===== src/ptds_pkg.sv =====
// Shared widths, operation codes and cell structures of the periodic task scheduler.
package ptds_pkg;

	localparam int NUM_SLOTS = 16;
	localparam int FUNC_W = 3;
	localparam int IDX_W = 4;
	localparam int TIME_W = 32;
	localparam int CNT_W = $clog2(NUM_SLOTS + 1);
	localparam int CMP_W = (CNT_W > IDX_W) ? CNT_W : IDX_W;

	localparam logic [FUNC_W-1:0] FUNC_TICK = 3'd0;
	localparam logic [FUNC_W-1:0] FUNC_ADD = 3'd1;
	localparam logic [FUNC_W-1:0] FUNC_SET_ACTIVE = 3'd2;
	localparam logic [FUNC_W-1:0] FUNC_REMOVE = 3'd3;
	localparam logic [FUNC_W-1:0] FUNC_SET_PERIOD = 3'd4;

	typedef struct packed {
		logic we;
		logic [FUNC_W-1:0] func;
		logic [IDX_W-1:0] task_index;
		logic [CNT_W-1:0] used_count;
		logic [TIME_W-1:0] period;
		logic make_active;
		logic [TIME_W-1:0] now;
	} cell_cmd_t;

	typedef struct packed {
		logic due;
		logic hit;
	} cell_stat_t;

endpackage


===== src/ptds_cell.sv =====
// One task slot of the scheduler chain, with its share of the scan token.
module ptds_cell
	import ptds_pkg::*;
(
	input logic clk,
	input logic arst_n,
	input logic [CNT_W-1:0] cell_idx,
	input cell_cmd_t cmd,
	input logic shift_en,
	input logic tok_in,
	output logic tok_out,
	output cell_stat_t stat
);

	logic valid_q;
	logic active_q;
	logic tok_q;
	logic [TIME_W-1:0] period_q;
	logic [TIME_W-1:0] last_run_q;
	logic sel_idx;
	logic sel_add;
	logic elapsed_ok;
	logic hit;
	logic wr;

	assign sel_idx = (CMP_W'(cell_idx) == CMP_W'(cmd.task_index));
	assign sel_add = (cell_idx == cmd.used_count);
	assign elapsed_ok = ((cmd.now - last_run_q) >= period_q);

	always_comb begin
		case (cmd.func)
			FUNC_ADD: hit = sel_add && (cmd.period != '0);
			FUNC_SET_ACTIVE: hit = sel_idx && valid_q;
			FUNC_REMOVE: hit = sel_idx && valid_q && active_q;
			FUNC_SET_PERIOD: hit = sel_idx && valid_q && active_q;
			default: hit = 1'b0;
		endcase
	end

	assign wr = cmd.we && hit;
	assign stat.hit = hit;
	assign stat.due = tok_q && valid_q && active_q && elapsed_ok;
	assign tok_out = tok_q;

	always_ff @(posedge clk or negedge arst_n) begin
		if (!arst_n) begin
			valid_q <= 1'b0;
			active_q <= 1'b0;
			tok_q <= 1'b0;
		end else begin
			if (shift_en) begin
				tok_q <= tok_in;
			end
			if (wr) begin
				case (cmd.func)
					FUNC_ADD: begin
						valid_q <= 1'b1;
						active_q <= 1'b0;
					end
					FUNC_SET_ACTIVE: active_q <= cmd.make_active;
					FUNC_REMOVE: begin
						valid_q <= 1'b0;
						active_q <= 1'b0;
					end
					default: ;
				endcase
			end
		end
	end

	always_ff @(posedge clk) begin
		if (wr && (cmd.func == FUNC_ADD)) begin
			period_q <= cmd.period;
			last_run_q <= cmd.now;
		end else if (wr && (cmd.func == FUNC_SET_PERIOD)) begin
			period_q <= cmd.period;
		end else if (wr && (cmd.func == FUNC_SET_ACTIVE) && cmd.make_active) begin
			last_run_q <= cmd.now;
		end else if (shift_en && stat.due) begin
			last_run_q <= cmd.now;
		end
	end

endmodule


===== config.mk =====
export PLATFORM = sky130hd
export DESIGN_NAME = ptds_cell
export DESIGN_NICKNAME = d
export VERILOG_FILES = /design/src/ptds_pkg.sv /design/src/ptds_cell.sv
export SDC_FILE = /design/constraint.sdc
export NUM_CORES = 1
export LEC_CHECK = 0
export BUFFER_PORTS_ARGS = -buffer_cell sky130_fd_sc_hd__buf_2
export CELL_PAD_IN_SITES_DETAIL_PLACEMENT = 2
export CELL_PAD_IN_SITES_GLOBAL_PLACEMENT = 2
export CORE_MARGIN = 2
export CORE_UTILIZATION = 38
export CTS_CLUSTER_SIZE = 24
export DETAILED_ROUTE_END_ITERATION = 8
export PLACE_DENSITY = 0.83
export SETUP_SLACK_MARGIN = 0.15
export SLEW_MARGIN = 20
export SYNTH_ARGS = -nofsm -noshare
export SYNTH_HDL_FRONTEND = slang
export SYNTH_SLANG_ARGS = --single-unit
export TNS_END_PERCENT = 5

===== constraint.sdc =====
create_clock -name clk -period 15.35 [get_ports clk]
set_input_delay 3.07 -clock clk [delete_from_list [all_inputs] [get_ports clk]]
set_output_delay 3.07 -clock clk [all_outputs]
set_load 0.02 [all_outputs]

# After elaboration in Yosys (flattened, before gate mapping)
# Cells that the tools add are included.
dict set report totals {
  reg_bits 67
  out_inout_bits 3
  elab_cells 45
  input_bits 87
}
dict set report op_classes {
  mux 9
  eq_ne 7
  magnitude_cmp 1
  add_sub_neg 1
  reduce_logical 22
}
# op n
set ops {}
lappend ops {{32-bit two-way mux} 6}
lappend ops {{32-bit >= comparator} 1}
lappend ops {{32-bit nonzero test} 1}
lappend ops {{32-bit subtractor} 1}
lappend ops {{1-bit logical AND} 12}
lappend ops {{3-bit by 2-bit equality test with 1-bit output (second input constant)} 2}
lappend ops {{2-bit AND reduction} 3}
lappend ops {{2-bit nonzero test} 3}
lappend ops {{5-bit by 4-bit equality test with 1-bit output} 1}
lappend ops {{5-bit equality test} 1}
lappend ops {{1-bit case mux with 2 select lines} 2}
lappend ops {{2-bit OR reduction} 2}
lappend ops {{3-bit by 1-bit equality test with 1-bit output (second input constant)} 1}
lappend ops {{3-bit equality test (second input constant)} 1}
lappend ops {{1-bit case mux with 3 select lines} 1}
lappend ops {{3-bit nonzero test} 1}
lappend ops {{2-bit inequality test (second input constant)} 1}

# Depth between registers and ports, before layout
dict set report depth {
  ltp_word 10
  ltp_mapped 20
}

# Worst setup path before layout
# Ideal clock, no wire load.
dict set report synth_timing {
  path_kind {input -> output}
  startpoint {in cmd[11] (netlist name)}
  endpoint {out stat[1] (netlist name)}
  arrival_ns 6.559
  cell_stages 14
  setup_slack_ns 5.721
  path_buffers 0
  cell_sequence {ha_1 a211oi_2 o211ai_1 a221o_1 or4_4 o21ai_2 a41oi_2 a311o_1 ha_1 nand4_1 o21ai_0 nor3_1 a211oi_1 and4_1}
}
# element line_no
set synth_rtl {}
lappend synth_rtl {{start: declaration} ptds_cell.sv:8} ;# input cell_cmd_t cmd,
lappend synth_rtl {{end: declaration} ptds_cell.sv:12} ;# output cell_stat_t stat

==> results_dict.tcl <==
set metrics [dict create \
    top_level_ports 90 \
    ant_nets 0 \
    dr.pass1.iters 4 \
    final_area_um2 5780 \
    crit_cells 19 \
    nNetsFinal 719 \
    syn_inst 470 \
    path_class "input pin to primary output" \
    clockRootBuffer "clkbuf_16" \
    post-place-ws_ns 4.87 \
    drive_above_1_share_pct 19.5 \
    finalWirelength_mm 14.0 \
    cts_sinks 67 \
    whs_path_depth 1 \
    cts_tree "done" \
    finalHoldViolations 0 \
    cts_resized 0 \
    yosysUniqueCellTypes 52 \
    die-area_um2 13500 \
    ff2ff_path_depth 18 \
    clk_pin_slew_ns 0.06 \
    syn_area_um2 4790 \
    fin_crit_sh_pct 68.7 \
    ys_top_cells_by_area "edfxtp_1 (40%), ha_1 (16%), inv_1 (5.6%), xnor2_1 (3.8%), a21o_1 (3.8%)" \
    cts_buffers 9 \
    htreeDepth 3 \
    die_h_um 116 \
    synthTopCellsByCount "inv_1 (71), edfxtp_1 (64), ha_1 (63)" \
    crit_slowest_cell "fa_1" \
    drt_iter0_markers 92 \
    postCtsSetupBuffers 0 \
    synth_seq_cells 67 \
    die_w_um 116 \
    drc 0 \
    synth.avg_cell_area_um2 10.2 \
    syn_nets 621 \
    cp_num_buf_inv 4 \
    powerDensity_nw_per_um2 103 \
    portBuffers 89 \
    setup_ws_ns 4.81 \
    cp-end-kind "primary output" \
    start_kind "input pin" \
    path_cells "buf_2 -> inv_1 -> ha_1 -> inv_1 -> fa_1 -> a21o_1 -> a21oi_1 -> o21ai_0 -> a32o_1 -> o21ai_2 -> a41oi_2 -> a311o_1 -> ha_1 -> nand4_1 -> o21ai_0 -> nor3_1 -> a211oi_1 -> and4_1 -> buf_2" \
    arrival_ns 7.47 \
    tns_ns 0 \
    synth.most_common_cell "inv_1" \
    synth.largest_area_cell "edfxtp_1" \
    viasPerCell 5.28 \
    setup_viol 0 \
    tightest_slew_ns 0.885 \
    track_usage_pct 22.2 \
    synth_edf_count 64 \
    grt_pass1_vias 4423 \
    wl_per_cell_um 18.8 \
    rows 41 \
    cpLargestDelayFamily "compound AO/OA/AOI/OAI gates" \
    initial_core_util_pct 38.4 \
    worst-path-max-fanout 5 \
    ir_drop_uv 67.6 \
    yosys.area.top_type_share_pct 40.1 \
    relSlewSlack_pct 41.0 \
    yosysSeqAreaShare_pct 41.7 \
    clockBufferDepth 2 \
    min_period_ns 10.54 \
    slowest_delay_ns 0.42 \
    antenna_found_initial 1 \
    gr-total-overflow 0 \
    vias 3932 \
    slew_violations 0 \
    place_area_um2 5450 \
    rsz0062_at_grt "no" \
    place_congestion 0.845 \
    grt_max_degree 34 \
    yosys_warnings 0 \
    skew_ns 0.00832 \
    synth_ff_type "edfxtp_1" \
    max_cap_viol_count 0 \
    diodes 0 \
    hold_buffers 0 \
    required_ns 12.28 \
    status "finished, final reports clean" \
    p_total_uw 596 \
    async_reset_ff_share_pct 4.48 \
    fp.coreArea_um2 12500 \
    hpwl_mm 11.2 \
    max_freq_ghz 0.0949 \
    hp-class "flip-flop to flip-flop" \
    clock_latency_ns 0.35 \
    grt_first_pass_wirelength_mm 22.5 \
    p_leak_nw 2.70 \
    area_growth_syn_to_layout_pct 20.6 \
]
worst paths after layout:
| kind | startpoint | slack [ns] | to |
|---|---|---|---|
| setup reg to reg | last_run_q[0] | 9.63 | last_run_q[14] |
| min in group asynchronous | arst_n | 2.51 | tok_out |
| hold reg to reg | tok_out | 0.57 | tok_out |
| setup / recovery | cmd[0] | 4.81 | stat[1] |
| max in group asynchronous | arst_n | 12.73 | active_q |
| hold / removal | tok_out | 0.57 | tok_out |
per-layer routing:
metal	GRT usage, %	share of wire [%]	vias to the layer above
met5	0	0	-
met4	7.78	1.8	0
met3	4.93	3.9	19
met2	39.9	51	84
met1	25.9	43	1914
li1	-	-	1915
metrics by stage:
step / instances / hold WS (ns) / util (%)
2_1_floorplan: 470 / 0.524 / -
3_3_place_gp: 729 / 0.544 / 43.7
3_5_place_dp: 729 / 0.566 / 43.7
4_1_cts: 745 / 0.579 / 46.4
5_1_grt: 745 / 0.612 / 46.4
6_report: 745 / 0.575 / 46.4
flip-flops by register name, indices dropped and copies added (netlist names):
register / cells
active_q: 1
last_run_q: 32
period_q: 32
tok_out: 1
valid_q: 1
cell usage in the layout (no fill, tap or decap), types with 2 or more instances in the layout:
cell type and n:
o21bai_1 4, nand2b_1 8, xor2_1 15, ha_1 63
nand2_1 18, nor2_1 23, xnor2_1 21, inv_1 71
and4_1 2, and3_1 2, a21oi_1 35, a211o_1 2
dfrtp_1 3, buf_4 2, a21o_1 24, mux2i_1 3
nand3_1 5, nor3_1 8, or3_1 2, o211ai_1 5
o21ai_0 18, buf_2 89, o21a_1 4, a211oi_1 5
nor4_1 11, nand3b_1 2, nand4_1 14, a31oi_1 5
clkbuf_8 2, clkbuf_16 9, bufinv_16 2, nor2b_1 7
edfxtp_1 64
final cells by class:
class                   instances  area (µm²)
fillers                      1348        6690
inverters                      71         267
flip-flops and latches         67        2000
clock inverters                 4        72.6
repair buffers                 91         460
clock buffers                  12         256
well taps                     172         215
multi-input cells             328        2510
report_power, final:
part / switching (mW) / leakage (nW) / internal (mW) / total, mW
combinational: 0.0899 / 1.93 / 0.0661 / 0.156
clock: 0.0786 / 0.159 / 0.151 / 0.229
sequential: 0.00212 / 0.608 / 0.209 / 0.211
total: 0.171 / 2.70 / 0.425 / 0.596
cell families after synthesis:
| family | Yosys count | synth area share, % |
|---|---|---|
| buffers and inverters | 75 | 5.98 |
| xor gates and xnor gates | 36 | 6.58 |
| muxes | 4 | 0.862 |
| AOI/OAI and AO/OA | 117 | 16.1 |
| and+or+nand+nor | 107 | 11.9 |
| DFF | 67 | 41.7 |
| adders and majority gates | 64 | 16.9 |
Power figures use the tool's default switching activity.
